File: src/hdl/vesl_pkg.sv
// Shared types and constants of the velocity estimator / slew limiter.
package vesl_pkg;

  localparam int unsigned STAMP_W    = 63;
  localparam int unsigned POS_W      = 32;
  localparam int unsigned PER_W      = 30;
  localparam int unsigned LIM_W      = 31;
  localparam int unsigned CFG_W      = 31;
  localparam int unsigned FIELD_AXES = 3;

  // Serial datapath sizes.
  localparam int unsigned PROD_W    = 62;  // widest product: 2^32 * 1e9 < 2^62
  localparam int unsigned DIVS_W    = 63;  // divisor: gap, bit 63 known zero
  localparam int unsigned QUO_W     = 32;  // quotient bits developed
  localparam int unsigned MUL_STEPS = 30;  // multiplier bits, 1e9 and period fit 30 bits
  localparam int unsigned CNT_W     = 5;

  localparam logic [PER_W-1:0] NS_PER_S = 30'd1_000_000_000;
  localparam logic [LIM_W-1:0] SAT_MAG  = 31'h7FFF_FFFF;

  localparam logic [CFG_W-1:0] RST_MAX_ACCEL = 31'd1_000_000;
  localparam logic [CFG_W-1:0] RST_MAX_SPEED = 31'd300_000;
  localparam logic [PER_W-1:0] RST_MIN_INT   = 30'd100_000;
  localparam logic [PER_W-1:0] RST_DEF_PER   = 30'd1_000_000;

  typedef enum logic [1:0] {
    ACT_SAMPLE = 2'd0,
    ACT_TICK   = 2'd1,
    ACT_FINISH = 2'd2
  } action_e;

  typedef enum logic [1:0] {
    REG_MAX_ACCEL = 2'd0,
    REG_MAX_SPEED = 2'd1,
    REG_MIN_INT   = 2'd2,
    REG_DEF_PER   = 2'd3
  } cfg_reg_e;

  typedef enum logic [3:0] {
    ST_IDLE,
    ST_GAP,
    ST_LOAD,
    ST_MUL,
    ST_DIVCHK,
    ST_DIV,
    ST_TGT,
    ST_RECORD,
    ST_SLEW,
    ST_OUT
  } state_e;

endpackage

File: src/hdl/velocity_estimate_slew_limiter.sv
// Finite-difference velocity estimator with slew-rate limited command output.
//
// Usage: s_axis carries one beat per item; tuser holds the action (sample,
// tick, finish). A sample beat updates the per-axis target velocity
// (dpos * 1e9 / dt, saturated to 32 bits) when a previous sample exists and
// the stamp gap exceeds min_int, and produces no output. A tick beat moves each
// commanded velocity toward its target by at most max_accel * period / 1e9,
// clamps it to +-max_speed and emits one m_axis beat. A finish beat zeroes the
// commands and emits a beat with tuser = 1.
// Targets and slew steps come from one shared shift-add multiplier (one
// multiplier bit per cycle) and one radix-2 restoring divider (one quotient
// bit per cycle); a sample runs both once per axis, a tick once.
// One item is in flight at a time. The result sits in an output register,
// so a new item is taken while that beat waits; a stalled receiver holds
// back a tick or finish only in its output state. Reset restores the register
// defaults and clears all samples, targets and commands. The config port must
// be written only while idle; the block itself does not enforce this.
module velocity_estimate_slew_limiter
  import vesl_pkg::*;
#(
  parameter int unsigned AXES = 3
) (
  input  logic         clk_i,
  input  logic         rst_ni,
  // configuration write port
  input  logic         cfg_we_i,
  input  logic [1:0]   cfg_addr_i,
  input  logic [30:0]  cfg_wdata_i,
  // input stream
  input  logic         s_axis_tvalid,
  output logic         s_axis_tready,
  // stamp_ns[62:0], pos_x[94:63], pos_y[126:95], pos_z[158:127],
  // period_ns[188:159], zero pad [191:189]
  input  logic [191:0] s_axis_tdata,
  // action[1:0]
  input  logic [1:0]   s_axis_tuser,
  // output stream
  output logic         m_axis_tvalid,
  input  logic         m_axis_tready,
  // vel_x[31:0], vel_y[63:32], vel_z[95:64]
  output logic [95:0]  m_axis_tdata,
  // finished[0]
  output logic [0:0]   m_axis_tuser
);

  localparam int unsigned AXW = (AXES > 1) ? $clog2(AXES) : 1;
  // axes that have position fields and velocity outputs
  localparam int unsigned NFA = (AXES < FIELD_AXES) ? AXES : FIELD_AXES;

  // ---------------------------------------------------------------------
  // input beat fields
  // ---------------------------------------------------------------------
  logic [STAMP_W-1:0]     in_stamp;
  logic signed [POS_W-1:0] in_pos [FIELD_AXES];
  logic [PER_W-1:0]       in_period;
  action_e                in_act;
  logic                   in_acc;

  assign in_stamp  = s_axis_tdata[62:0];
  assign in_pos[0] = s_axis_tdata[94:63];
  assign in_pos[1] = s_axis_tdata[126:95];
  assign in_pos[2] = s_axis_tdata[158:127];
  assign in_period = s_axis_tdata[188:159];
  assign in_act    = action_e'(s_axis_tuser);

  // ---------------------------------------------------------------------
  // registers
  // ---------------------------------------------------------------------
  state_e state_q, state_d;

  logic [CFG_W-1:0] max_accel_q, max_speed_q;
  logic [PER_W-1:0] min_int_q, def_per_q;

  logic                    have_sample_q;
  logic [STAMP_W-1:0]      prev_stamp_q;
  logic signed [POS_W-1:0] prev_pos_q [AXES];
  logic signed [POS_W-1:0] tgt_q      [AXES];
  logic signed [POS_W-1:0] cmd_q      [AXES];

  logic [AXW-1:0]   axis_q;
  logic [CNT_W-1:0] cnt_q;
  logic             is_tick_q;
  logic             m_vld_q;

  // payload, no reset
  logic signed [POS_W-1:0] pos_q [FIELD_AXES];
  logic [63:0]             gap_q;
  logic [PROD_W-1:0]       mul_a_q, acc_q;
  logic [PER_W-1:0]        mul_b_q;
  logic [DIVS_W-1:0]       div_d_q;
  logic [PROD_W-1:0]       rem_q;
  logic [QUO_W-1:0]        num_q, quo_q;
  logic                    ovf_q, neg_q, fin_q, out_fin_q;
  logic signed [POS_W-1:0] out_vel_q [FIELD_AXES];

  // ---------------------------------------------------------------------
  // datapath helpers
  // ---------------------------------------------------------------------
  logic                    upd_tgt, last_axis, out_free;
  logic signed [POS_W-1:0] pos_sel;
  logic signed [POS_W:0]   dpos;
  logic [POS_W:0]          dmag;
  logic [DIVS_W-1:0]       trial;
  logic                    trial_ge;
  logic [LIM_W-1:0]        tgt_mag;
  logic signed [POS_W+1:0] sl_diff, sl_step, sl_next, sl_lim;
  logic [PER_W-1:0]        per_sel;

  assign s_axis_tready = (state_q == ST_IDLE);
  assign in_acc        = s_axis_tvalid & s_axis_tready;
  assign last_axis     = (axis_q == AXW'(AXES - 1));
  assign out_free      = !m_vld_q || m_axis_tready;
  assign per_sel       = (in_period == '0) ? def_per_q : in_period;

  // a gap that wrapped negative, or is too short, leaves targets alone
  assign upd_tgt = have_sample_q && !gap_q[63] &&
                   (gap_q[62:0] > {33'b0, min_int_q});

  // axes past the position fields see position zero
  always_comb begin
    pos_sel = '0;
    for (int i = 0; i < FIELD_AXES; i++) begin
      if (int'(axis_q) == i) begin
        pos_sel = pos_q[i];
      end
    end
  end

  assign dpos = $signed({pos_sel[POS_W-1], pos_sel}) -
                $signed({prev_pos_q[axis_q][POS_W-1], prev_pos_q[axis_q]});
  assign dmag = dpos[POS_W] ? (POS_W+1)'(-dpos) : dpos;

  // restoring divider step: shift in the next dividend bit, try subtract
  assign trial    = {rem_q, num_q[QUO_W-1]};
  assign trial_ge = (trial >= div_d_q);

  // quotient >= 2^31 saturates the target
  assign tgt_mag = (ovf_q || quo_q[QUO_W-1]) ? SAT_MAG : quo_q[LIM_W-1:0];

  // slew step for the current axis
  assign sl_step = $signed({2'b00, quo_q});
  assign sl_lim  = $signed({3'b000, max_speed_q});
  assign sl_diff = (POS_W+2)'(tgt_q[axis_q]) - (POS_W+2)'(cmd_q[axis_q]);

  always_comb begin
    if (sl_diff > sl_step) begin
      sl_next = (POS_W+2)'(cmd_q[axis_q]) + sl_step;
    end else if (sl_diff < -sl_step) begin
      sl_next = (POS_W+2)'(cmd_q[axis_q]) - sl_step;
    end else begin
      sl_next = (POS_W+2)'(tgt_q[axis_q]);
    end
    if (sl_next > sl_lim) begin
      sl_next = sl_lim;
    end
    if (sl_next < -sl_lim) begin
      sl_next = -sl_lim;
    end
  end

  // ---------------------------------------------------------------------
  // sequencer
  // ---------------------------------------------------------------------
  always_ff @(posedge clk_i or negedge rst_ni) begin
    if (!rst_ni) begin
      state_q <= ST_IDLE;
    end else begin
      state_q <= state_d;
    end
  end

  always_comb begin
    state_d = state_q;
    case (state_q)
      ST_IDLE: begin
        if (in_acc) begin
          case (in_act)
            ACT_SAMPLE: state_d = ST_GAP;
            ACT_TICK:   state_d = ST_MUL;
            ACT_FINISH: state_d = ST_OUT;
            default:    state_d = ST_IDLE;
          endcase
        end
      end
      ST_GAP:    state_d = upd_tgt ? ST_LOAD : ST_RECORD;
      ST_LOAD:   state_d = ST_MUL;
      ST_MUL: begin
        if (cnt_q == CNT_W'(MUL_STEPS - 1)) begin
          state_d = ST_DIVCHK;
        end
      end
      ST_DIVCHK: state_d = ST_DIV;
      ST_DIV: begin
        if (cnt_q == CNT_W'(QUO_W - 1)) begin
          state_d = is_tick_q ? ST_SLEW : ST_TGT;
        end
      end
      ST_TGT:    state_d = last_axis ? ST_RECORD : ST_LOAD;
      ST_RECORD: state_d = ST_IDLE;
      ST_SLEW:   state_d = last_axis ? ST_OUT : ST_SLEW;
      ST_OUT:    state_d = out_free ? ST_IDLE : ST_OUT;
      default:   state_d = ST_IDLE;
    endcase
  end

  // ---------------------------------------------------------------------
  // control and architectural state
  // ---------------------------------------------------------------------
  always_ff @(posedge clk_i or negedge rst_ni) begin
    if (!rst_ni) begin
      max_accel_q   <= RST_MAX_ACCEL;
      max_speed_q   <= RST_MAX_SPEED;
      min_int_q     <= RST_MIN_INT;
      def_per_q     <= RST_DEF_PER;
      have_sample_q <= 1'b0;
      prev_stamp_q  <= '0;
      for (int i = 0; i < AXES; i++) begin
        prev_pos_q[i] <= '0;
        tgt_q[i]      <= '0;
        cmd_q[i]      <= '0;
      end
      axis_q    <= '0;
      cnt_q     <= '0;
      is_tick_q <= 1'b0;
      m_vld_q   <= 1'b0;
    end else begin
      if (cfg_we_i) begin
        case (cfg_reg_e'(cfg_addr_i))
          REG_MAX_ACCEL: max_accel_q <= cfg_wdata_i;
          REG_MAX_SPEED: max_speed_q <= cfg_wdata_i;
          REG_MIN_INT:   min_int_q   <= cfg_wdata_i[PER_W-1:0];
          REG_DEF_PER:   def_per_q   <= cfg_wdata_i[PER_W-1:0];
          default:       ;
        endcase
      end

      // output register: load a new beat, or drop the one just taken
      if (state_q == ST_OUT && out_free) begin
        m_vld_q <= 1'b1;
      end else if (m_axis_tready) begin
        m_vld_q <= 1'b0;
      end

      case (state_q)
        ST_IDLE: begin
          cnt_q  <= '0;
          axis_q <= '0;
          if (in_acc) begin
            case (in_act)
              ACT_SAMPLE: begin
                prev_stamp_q <= in_stamp;
                is_tick_q    <= 1'b0;
              end
              ACT_TICK: is_tick_q <= 1'b1;
              ACT_FINISH: begin
                for (int i = 0; i < AXES; i++) begin
                  cmd_q[i] <= '0;
                end
              end
              default: ;
            endcase
          end
        end
        ST_LOAD, ST_DIVCHK: cnt_q <= '0;
        ST_MUL, ST_DIV:     cnt_q <= cnt_q + CNT_W'(1);
        ST_TGT: begin
          tgt_q[axis_q] <= neg_q ? -$signed({1'b0, tgt_mag}) : $signed({1'b0, tgt_mag});
          axis_q        <= axis_q + AXW'(1);
        end
        ST_RECORD: begin
          have_sample_q <= 1'b1;
          for (int i = int'(NFA); i < AXES; i++) begin
            prev_pos_q[i] <= '0;
          end
          for (int i = 0; i < NFA; i++) begin
            prev_pos_q[i] <= pos_q[i];
          end
        end
        ST_SLEW: begin
          cmd_q[axis_q] <= sl_next[POS_W-1:0];
          if (!last_axis) begin
            axis_q <= axis_q + AXW'(1);
          end
        end
        default: ;
      endcase
    end
  end

  // ---------------------------------------------------------------------
  // serial multiplier / divider and output payload
  // ---------------------------------------------------------------------
  always_ff @(posedge clk_i) begin
    case (state_q)
      ST_IDLE: begin
        if (in_acc) begin
          for (int i = 0; i < FIELD_AXES; i++) begin
            pos_q[i] <= in_pos[i];
          end
          gap_q   <= {1'b0, in_stamp} - {1'b0, prev_stamp_q};
          // step = max_accel * period / 1e9
          mul_a_q <= PROD_W'(max_accel_q);
          mul_b_q <= per_sel;
          acc_q   <= '0;
          div_d_q <= DIVS_W'(NS_PER_S);
          fin_q   <= (in_act == ACT_FINISH);
        end
      end
      ST_GAP: div_d_q <= gap_q[DIVS_W-1:0];
      ST_LOAD: begin
        // target = |dpos| * 1e9 / gap
        neg_q   <= dpos[POS_W];
        mul_a_q <= PROD_W'(dmag);
        mul_b_q <= NS_PER_S;
        acc_q   <= '0;
      end
      ST_MUL: begin
        if (mul_b_q[0]) begin
          acc_q <= acc_q + mul_a_q;
        end
        mul_a_q <= {mul_a_q[PROD_W-2:0], 1'b0};
        mul_b_q <= {1'b0, mul_b_q[PER_W-1:1]};
      end
      ST_DIVCHK: begin
        // high part already >= divisor: quotient needs more than 32 bits
        ovf_q <= ({33'b0, acc_q[PROD_W-1:QUO_W]} >= div_d_q);
        rem_q <= PROD_W'(acc_q[PROD_W-1:QUO_W]);
        num_q <= acc_q[QUO_W-1:0];
        quo_q <= '0;
      end
      ST_DIV: begin
        rem_q <= trial_ge ? PROD_W'(trial - div_d_q) : trial[PROD_W-1:0];
        num_q <= {num_q[QUO_W-2:0], 1'b0};
        quo_q <= {quo_q[QUO_W-2:0], trial_ge};
      end
      ST_OUT: begin
        if (out_free) begin
          out_fin_q <= fin_q;
          for (int i = int'(NFA); i < FIELD_AXES; i++) begin
            out_vel_q[i] <= '0;
          end
          for (int i = 0; i < NFA; i++) begin
            out_vel_q[i] <= fin_q ? '0 : cmd_q[i];
          end
        end
      end
      default: ;
    endcase
  end

  assign m_axis_tvalid   = m_vld_q;
  assign m_axis_tdata    = {out_vel_q[2], out_vel_q[1], out_vel_q[0]};
  assign m_axis_tuser[0] = out_fin_q;

  // commands inside the speed clamp, for the checks below
  logic cmd_in_lim;
  always_comb begin
    cmd_in_lim = 1'b1;
    for (int i = 0; i < AXES; i++) begin
      if ((POS_W+2)'(cmd_q[i]) > sl_lim || (POS_W+2)'(cmd_q[i]) < -sl_lim) begin
        cmd_in_lim = 1'b0;
      end
    end
  end

`ifndef NO_ASSERTIONS
  // a finish beat always carries zero velocities
  a_fin_zero: assert property (@(posedge clk_i) disable iff (!rst_ni)
    m_vld_q && out_fin_q |-> m_axis_tdata == '0)
    else $error("finish beat with nonzero velocity");

  // an output beat only starts out of the output state
  a_out_src: assert property (@(posedge clk_i) disable iff (!rst_ni)
    $rose(m_vld_q) |-> $past(state_q == ST_OUT))
    else $error("output beat raised outside output state");

  // divider remainder stays below the divisor when no overflow was seen
  a_rem_bound: assert property (@(posedge clk_i) disable iff (!rst_ni)
    state_q == ST_DIV && !ovf_q |-> {1'b0, rem_q} < div_d_q)
    else $error("divider remainder out of range");

  // after a tick the commands respect the speed clamp
  a_clamp: assert property (@(posedge clk_i) disable iff (!rst_ni)
    state_q == ST_OUT && !fin_q |-> cmd_in_lim)
    else $error("command velocity exceeds speed limit");
`endif

endmodule
File: config.mk
export PLATFORM = sky130hd
export DESIGN_NAME = velocity_estimate_slew_limiter
export DESIGN_NICKNAME = d
export VERILOG_FILES = /design/src/hdl/vesl_pkg.sv /design/src/hdl/velocity_estimate_slew_limiter.sv
export SDC_FILE = /design/constraint.sdc
export NUM_CORES = 2
export LEC_CHECK = 0
export ABC_AREA = 1
export BUFFER_PORTS_ARGS = -buffer_cell sky130_fd_sc_hd__buf_2
export CAP_MARGIN = 20
export CELL_PAD_IN_SITES_DETAIL_PLACEMENT = 0
export CELL_PAD_IN_SITES_GLOBAL_PLACEMENT = 2
export CORE_MARGIN = 2
export CORE_UTILIZATION = 39
export CTS_CLUSTER_DIAMETER = 60
export DETAILED_ROUTE_END_ITERATION = 8
export PLACE_DENSITY = 0.8
export RECOVER_POWER = 100
export SLEW_MARGIN = 20
export SYNTH_ARGS = -nofsm -noshare
export SYNTH_HDL_FRONTEND = slang
export SYNTH_SLANG_ARGS = --single-unit
File: constraint.sdc
create_clock -name clk_i -period 13.8 [get_ports clk_i]
set_input_delay 1.38 -clock clk_i [delete_from_list [all_inputs] [get_ports clk_i]]
set_output_delay 1.38 -clock clk_i [all_outputs]
set_load 0.01 [all_outputs]
; ---- After elaboration in Yosys (flattened, before gate mapping)
; Memory sizes are Yosys's and may differ from the RTL's.
; Index checks and enable logic that the tools add are counted.
[word_totals]
mem_count = 2
ram_bits = 192
reg_bits = 898
[op_classes]
n_reduce_logical = 37
magnitude_cmp = 9
eq_ne = 25
bitwise = 2
mux = 65
addsub = 13
[memory_table]
columns = name, depth, width, read_ports, rd_clocked_by_memory_dff, write_ports, line_no
row1 = out_vel_q, 3, 32, 3, 0, 3, velocity_estimate_slew_limiter.sv:94  ; logic signed [POS_W-1:0] out_vel_q [FIELD_AXES];
row2 = pos_q, 3, 32, 3, 0, 3, velocity_estimate_slew_limiter.sv:86  ; logic signed [POS_W-1:0] pos_q [FIELD_AXES];
[ops]
columns = op, count
row1 = 32-bit 2-to-1 mux, 15
row2 = 62-bit one-hot mux with 3 select lines, 2
row3 = 62-bit 2-to-1 mux, 4
row4 = 32-bit binary-select mux with 2-bit select, 3
row5 = 96-bit bitwise mux, 2
row6 = 96-bit 2-to-1 mux, 2
row7 = 96-bit one-hot mux with 2 select lines, 1
row8 = 32-bit one-hot mux with 2 select lines, 2
row9 = 63-bit one-hot mux with 2 select lines, 1
row10 = 62-bit one-hot mux with 2 select lines, 1
row11 = 34-bit 2-to-1 mux, 3
row12 = 30-bit one-hot mux with 3 select lines, 1
row13 = 32-bit by 32-bit subtractor with 33-bit output, 2
row14 = 32-bit demux with 2-bit select, 1
row15 = 63-bit by 63-bit subtractor with 64-bit output, 1
row16 = 30-bit by 63-bit >= comparator with 1-bit output, 1
row17 = 63-bit >= comparator, 1
row18 = 63-bit by 30-bit > comparator with 1-bit output, 1
row19 = 63-bit 2-to-1 mux, 1
row20 = 62-bit adder, 1
row21 = 62-bit subtractor, 1
row22 = 30-bit 2-to-1 mux, 2
row23 = 4-bit one-hot mux with 9 select lines, 1
row24 = 32-bit by 33-bit adder with 34-bit output, 1
row25 = 46 further kinds, 100

; ---- Depth between registers and ports, before layout
[depth]
depth_word = 14
mapped_depth = 76
depth_no_buf = 70

; ---- Worst setup path before layout
; OpenSTA, ideal clock, no wires.
[synth_path]
path_type = flip-flop to flip-flop
from = reg axis_q[0]
to = reg cmd_q[50] (netlist name)
slack_ns = 3.691
n_path_buf = 9
period_less_slack_ns = 10.109
t_arrival_ns = 9.991
stages_incl_launch_ff = 69
required_ns = 13.682
cell_sequence = dfrtp_1 -> buf_2 -> clkinv_1 -> clkbuf_1 -> clkbuf_1 -> a21oi_1 -> o21ai_0 -> o21a_1 -> inv_1 -> ha_1 -> fa_1 -> inv_1 -> nand2_1 -> nand2_1 -> a21oi_2 -> o21ai_2 -> a21boi_2 -> o21ai_2 -> (+33 left out) -> nand3_1 -> o21bai_4 -> buf_2 -> clkbuf_1 -> nand2_1 -> o21ai_0 -> ha_1 -> a21oi_1 -> nor2_1 -> a211oi_1 -> o221ai_1 -> a221oi_1 -> nand3_2 -> nand2_4 -> buf_4 -> nand3_1 -> nand3_1 -> nand2_1
[synth_between]
elab_chain_cells = 14
word_cells_on_any_way = 25
classes_between = add/sub (3) / order compare (6) / mux (14) / bitwise (1) / reduce/logical (1)
[synth_lines]
columns = element, line_no
row1 = from (decl), velocity_estimate_slew_limiter.sv:80  ; logic [AXW-1:0] axis_q;
row2 = from (signal assigned), velocity_estimate_slew_limiter.sv:268  ; axis_q <= axis_q + AXW'(1);
row3 = from (signal assigned), velocity_estimate_slew_limiter.sv:282  ; axis_q <= axis_q + AXW'(1);
row4 = 2-bit inverter with 3-bit output (implied by the code) *, --
row5 = "32-bit binary-select mux with 2-bit select, on equally long branches", --
row6 = "32-bit 2-to-1 mux, on equally long branches (2 in a row)", --
row7 = 32-bit by 32-bit subtractor with 33-bit output, velocity_estimate_slew_limiter.sv:143  ; assign sl_diff = (POS_W+2)'(tgt_q[axis_q]) - (POS_W+2)'(cmd_q[axis_q]);
row8 = 33-bit by 34-bit less-than comparator with 1-bit output, velocity_estimate_slew_limiter.sv:148  ; end else if (sl_diff < -sl_step) begin
row9 = 34-bit 2-to-1 mux, velocity_estimate_slew_limiter.sv:148
row10 = 34-bit 2-to-1 mux, velocity_estimate_slew_limiter.sv:146  ; if (sl_diff > sl_step) begin
row11 = 34-bit by 32-bit > comparator with 1-bit output, velocity_estimate_slew_limiter.sv:153  ; if (sl_next > sl_lim) begin
row12 = 34-bit 2-to-1 mux, velocity_estimate_slew_limiter.sv:153
row13 = 34-bit less-than comparator, velocity_estimate_slew_limiter.sv:156  ; if (sl_next < -sl_lim) begin
row14 = 32-bit 2-to-1 mux, velocity_estimate_slew_limiter.sv:156
row15 = 96-bit bitwise mux *, velocity_estimate_slew_limiter.sv:280  ; cmd_q[axis_q] <= sl_next[POS_W-1:0];
row16 = 96-bit one-hot mux with 2 select lines *, velocity_estimate_slew_limiter.sv:244  ; case (state_q)
row17 = "to (signal, indexed assignment)", velocity_estimate_slew_limiter.sv:280
row18 = to (decl), velocity_estimate_slew_limiter.sv:78  ; logic signed [POS_W-1:0] cmd_q [AXES];
; Mark *: on every way between the ends. The rest lies on a longest branch, timed or not. The select of a mux whose other input is x is not followed.
; A chain may end at the register's enable or synchronous reset.

; ---- Worst setup path in the final report
[layout_path]
from = reg axis_q[0]
to = reg cmd_q[61] (netlist name)
; The elaborated chain is that of the path after synthesis.

==> key figures <==
Status
  • Status: finished, violations left
  • Failing checks: max-capacitance violations, max-slew violations

Worst setup path
  • Startpoint Class: flip-flop
  • Biggest cell delay along the critical path: 0.67 ns
  • Most used cell, CP: nand2_1
  • CP bufs+invs: 5
  • R2R depth: between 50 and 60
  • Slowest CP cell: nand4_2
  • Worst path top cell family by delay: compound AO/OA/AOI/OAI gates
  • Crit. Startpoint: axis_q[0]
  • Crit-path max FO: 56
  • Worst setup EP type: flip-flop
  • CP Data Arrival Time: 13.52 ns
  • Worst path required time: 14.54 ns
  • Worst Setup Path Type: reg -> reg
  • Flop-to-flop setup slack: 1.02 ns
  • FF-to-FF Start: axis_q[0]
  • Critical Path Stages: 57
  • Setup crit end: cmd_q[61]
  • Reg-to-reg critical path endpoint: cmd_q[61]

Timing
  • Max-slew violation count: between 2000 and 2500
  • Max-slew headroom: -538.1%
  • Fin Clk Skew: 0.04872 ns
  • Crit path time final: 12.78 ns
  • Slew @ Worst Pin: ~9.6 ns
  • Setup-failing EPs final: 0
  • Fin. Hold Viols: 0
  • Period utilization: just over 90%
  • Unrepaired setup endpoints after global routing: no
  • Fmax: roughly 0.078 GHz
  • Setup TNS: 0 ns

Logic synthesis
  • Main synth FF type: edfxtp_1
  • Mapped Cells: 8144
  • Flops & latches, synth: 1090
  • Area leader, netlist: edfxtp_1
  • Number of flops mapped to enable cells by yosys: 603
  • Dominant cells by area after synthesis: edfxtp_1 27%, dfrtp_1 17%, ha_1 9.4%
  • Post-synthesis cell area: between 60000 and 70000 sq um
  • Post-synthesis cell type count: 79
  • Syn nets: 8898
  • Syn. warnings: 0
  • Post-synth top area share: 26.51%
  • Seq/Total Area, Yosys: 44.40%
  • Avg Cell Area, Syn: 8.387 sq um
  • Share of flip-flops with an asynchronous set or reset: 44.68%

Global routing
  • Number of global-route vias before repair: 55970
  • Initial antenna violation count: 14
  • Pin count of the biggest net entering global routing: 161
  • GRT Resource Usage Total: 26.31%
  • Remaining Overflow, GRT: 0
  • Global-route wire length before repair: 356.1 mm

Place
  • Post-DP HPWL: 182.1 mm
  • Gpl congestion: 0.9281
  • Port Buffers: 327
  • Placed cell area: about 72000 sq um

Clocking
  • Clk buf depth: 3
  • Setup Fix Bufs, Post-CTS: 0
  • Root Driver: clkbuf_16
  • H-Tree Level Count: 4
  • Hold buffers post-CTS: 0
  • Worst-skew pair later-pin latency: about 0.80 ns
  • Reg clk slew, reported paths: 0.06 ns
  • CTS tree: yes
  • Cts bufs inserted: 143
  • Num Clock Sinks: 1090

Final layout
  • Layout Nets: 9161
  • Synth-to-Final Area Change: 12.49%
  • Layout cells sized above 1: 7.578%
  • Cell area after layout: roughly 77000 sq um

Worst hold path
  • HP Class: reg -> reg
  • Hold_sp: have_sample_q
  • Worst Hold Depth: 2

Floorplan
  • Die Wd: 422.5 um
  • Die extent in y: 422.5 um
  • FP Rows: 153
  • Initial core utilization: around two fifths
  • Core area: between 150000 and 200000 sq um
  • Die ar.: around 180000 sq um
  • IO Count: ~330

Routing
  • First DRT Iteration DRCs: 4837
  • Routed WL per cell: 22.01 um
  • DRC Markers: 0
  • Final WL: 238.9 mm
  • DRT antenna net count: 0
  • Vias/cell: roughly 5.3
  • Drt pass-1 iters: 8
  • Via Count: 57810

Run
  • Maxcap violations: 36
[timing repair]
item | CTS | global route
gates resized for setup | 0 | 3
endpoints found under the setup margin | 0 | 91
endpoints found under the hold margin | 0 | 0
[state kept, by name, indices dropped and copies added (netlist names), 32 cells and up]
signal	cells
out_vel_q	96
tgt_q	96
rem_q	62
div_d_q	63
acc_q	62
num_q	32
prev_stamp_q	63
mul_a_q	62
quo_q	32
cmd_q	96
gap_q	64
pos_q	96
prev_pos_q	96
[worst register-to-register path: cells and delay by family (launching register included)]
kind	cells	cell delay [ns]
xor gates and xnor gates	1	0.25
AOI/OAI and AO/OA	25	5.85
and+or+nand+nor	22	3.13
buffers and inverters	5	1.22
adders and majority gates	4	1.62
DFF	1	0.66
[layer usage]
layer	global-route usage [%]	wire length, um
met1	38.05	113500
met3	3.103	11260
met2	41.30	107700
met4	7.565	6511
met5	0	13
[cells in the final DEF, fill, tap and decap left out, drive strengths merged, types with 81 or more instances in the layout]
cell | Yosys | final
xor2 | 216 | 216
clkbuf | 227 | 354
nor2 | 749 | 749
edfxtp | 603 | 603
nand2 | 1603 | 1603
o21ai | 846 | 846
nand3 | 300 | 300
a21oi | 690 | 690
o21a | 81 | 81
xnor2 | 81 | 81
inv | 1025 | 1036
ha | 515 | 515
buf | 51 | 236
dfrtp | 459 | 459
[synth_stat cells (18+ instances only)]
cell / number
nor4_1: 35
dfstp_2: 28
clkbuf_1: 227
a221oi_1: 37
buf_1: 21
nor2_1: 747
nor3_1: 67
xor2_1: 216
o21bai_1: 18
xnor2_1: 81
a2bb2oi_1: 31
o21ai_0: 803
buf_2: 21
inv_1: 1017
edfxtp_1: 603
nand3_2: 18
a21o_1: 18
o21a_1: 81
a31oi_1: 73
o211ai_1: 64
mux2_2: 63
or2_2: 23
o21ai_1: 35
nand2_1: 1594
a21oi_1: 686
nand4_1: 64
ha_1: 515
dfrtp_1: 459
nand3_1: 282
[worst min-delay path by stage]
stage / end / slack [ns]
finish: have_sample_q / 0.46
global route: tgt_q[33] / 0.49
CTS: have_sample_q / 0.45
detailed placement: have_sample_q / 0.44
global placement: have_sample_q / 0.44
floorplan: have_sample_q / 0.42
[layout make-up]
cell class	count	area, sq um
fillers	17580	97180
diodes	4	10.01
well taps	2325	2909
multi-input cells	5743	32990
inverters	1030	3874
repair buffers	399	1898
clock buffers	192	3936
flip-flops and latches	1090	30330
clock inverters	71	883.3
[stage by stage]
stage                     setup WS (ns)  util [%]  hold WS (ns)  cells
after floorplan                   3.691         -        0.4229   8144
after global placement           0.9901     41.63        0.4374  10590
after detailed placement         0.8614     41.65        0.4405  10590
after CTS                        0.7803     44.42        0.4533  10850
after global routing            0.08455     44.15        0.4853  10850
final                             1.017     44.15        0.4558  10850
[cell families after synthesis]
| family | count (synthesis) | share of synthesized area [%] |
|---|---|---|
| adders and majority gates | 522 | 9.639 |
| and+or+nand+nor | 2893 | 17.58 |
| muxes | 63 | 1.039 |
| DFF | 1090 | 44.40 |
| buffers and inverters | 1311 | 7.342 |
| AOI/OAI and AO/OA | 1968 | 16.19 |
| xor gates and xnor gates | 297 | 3.808 |
Power is left out: the tool's default activity adds up to more than one toggle a clock period on the data nets, which glitch-free logic cannot reach.
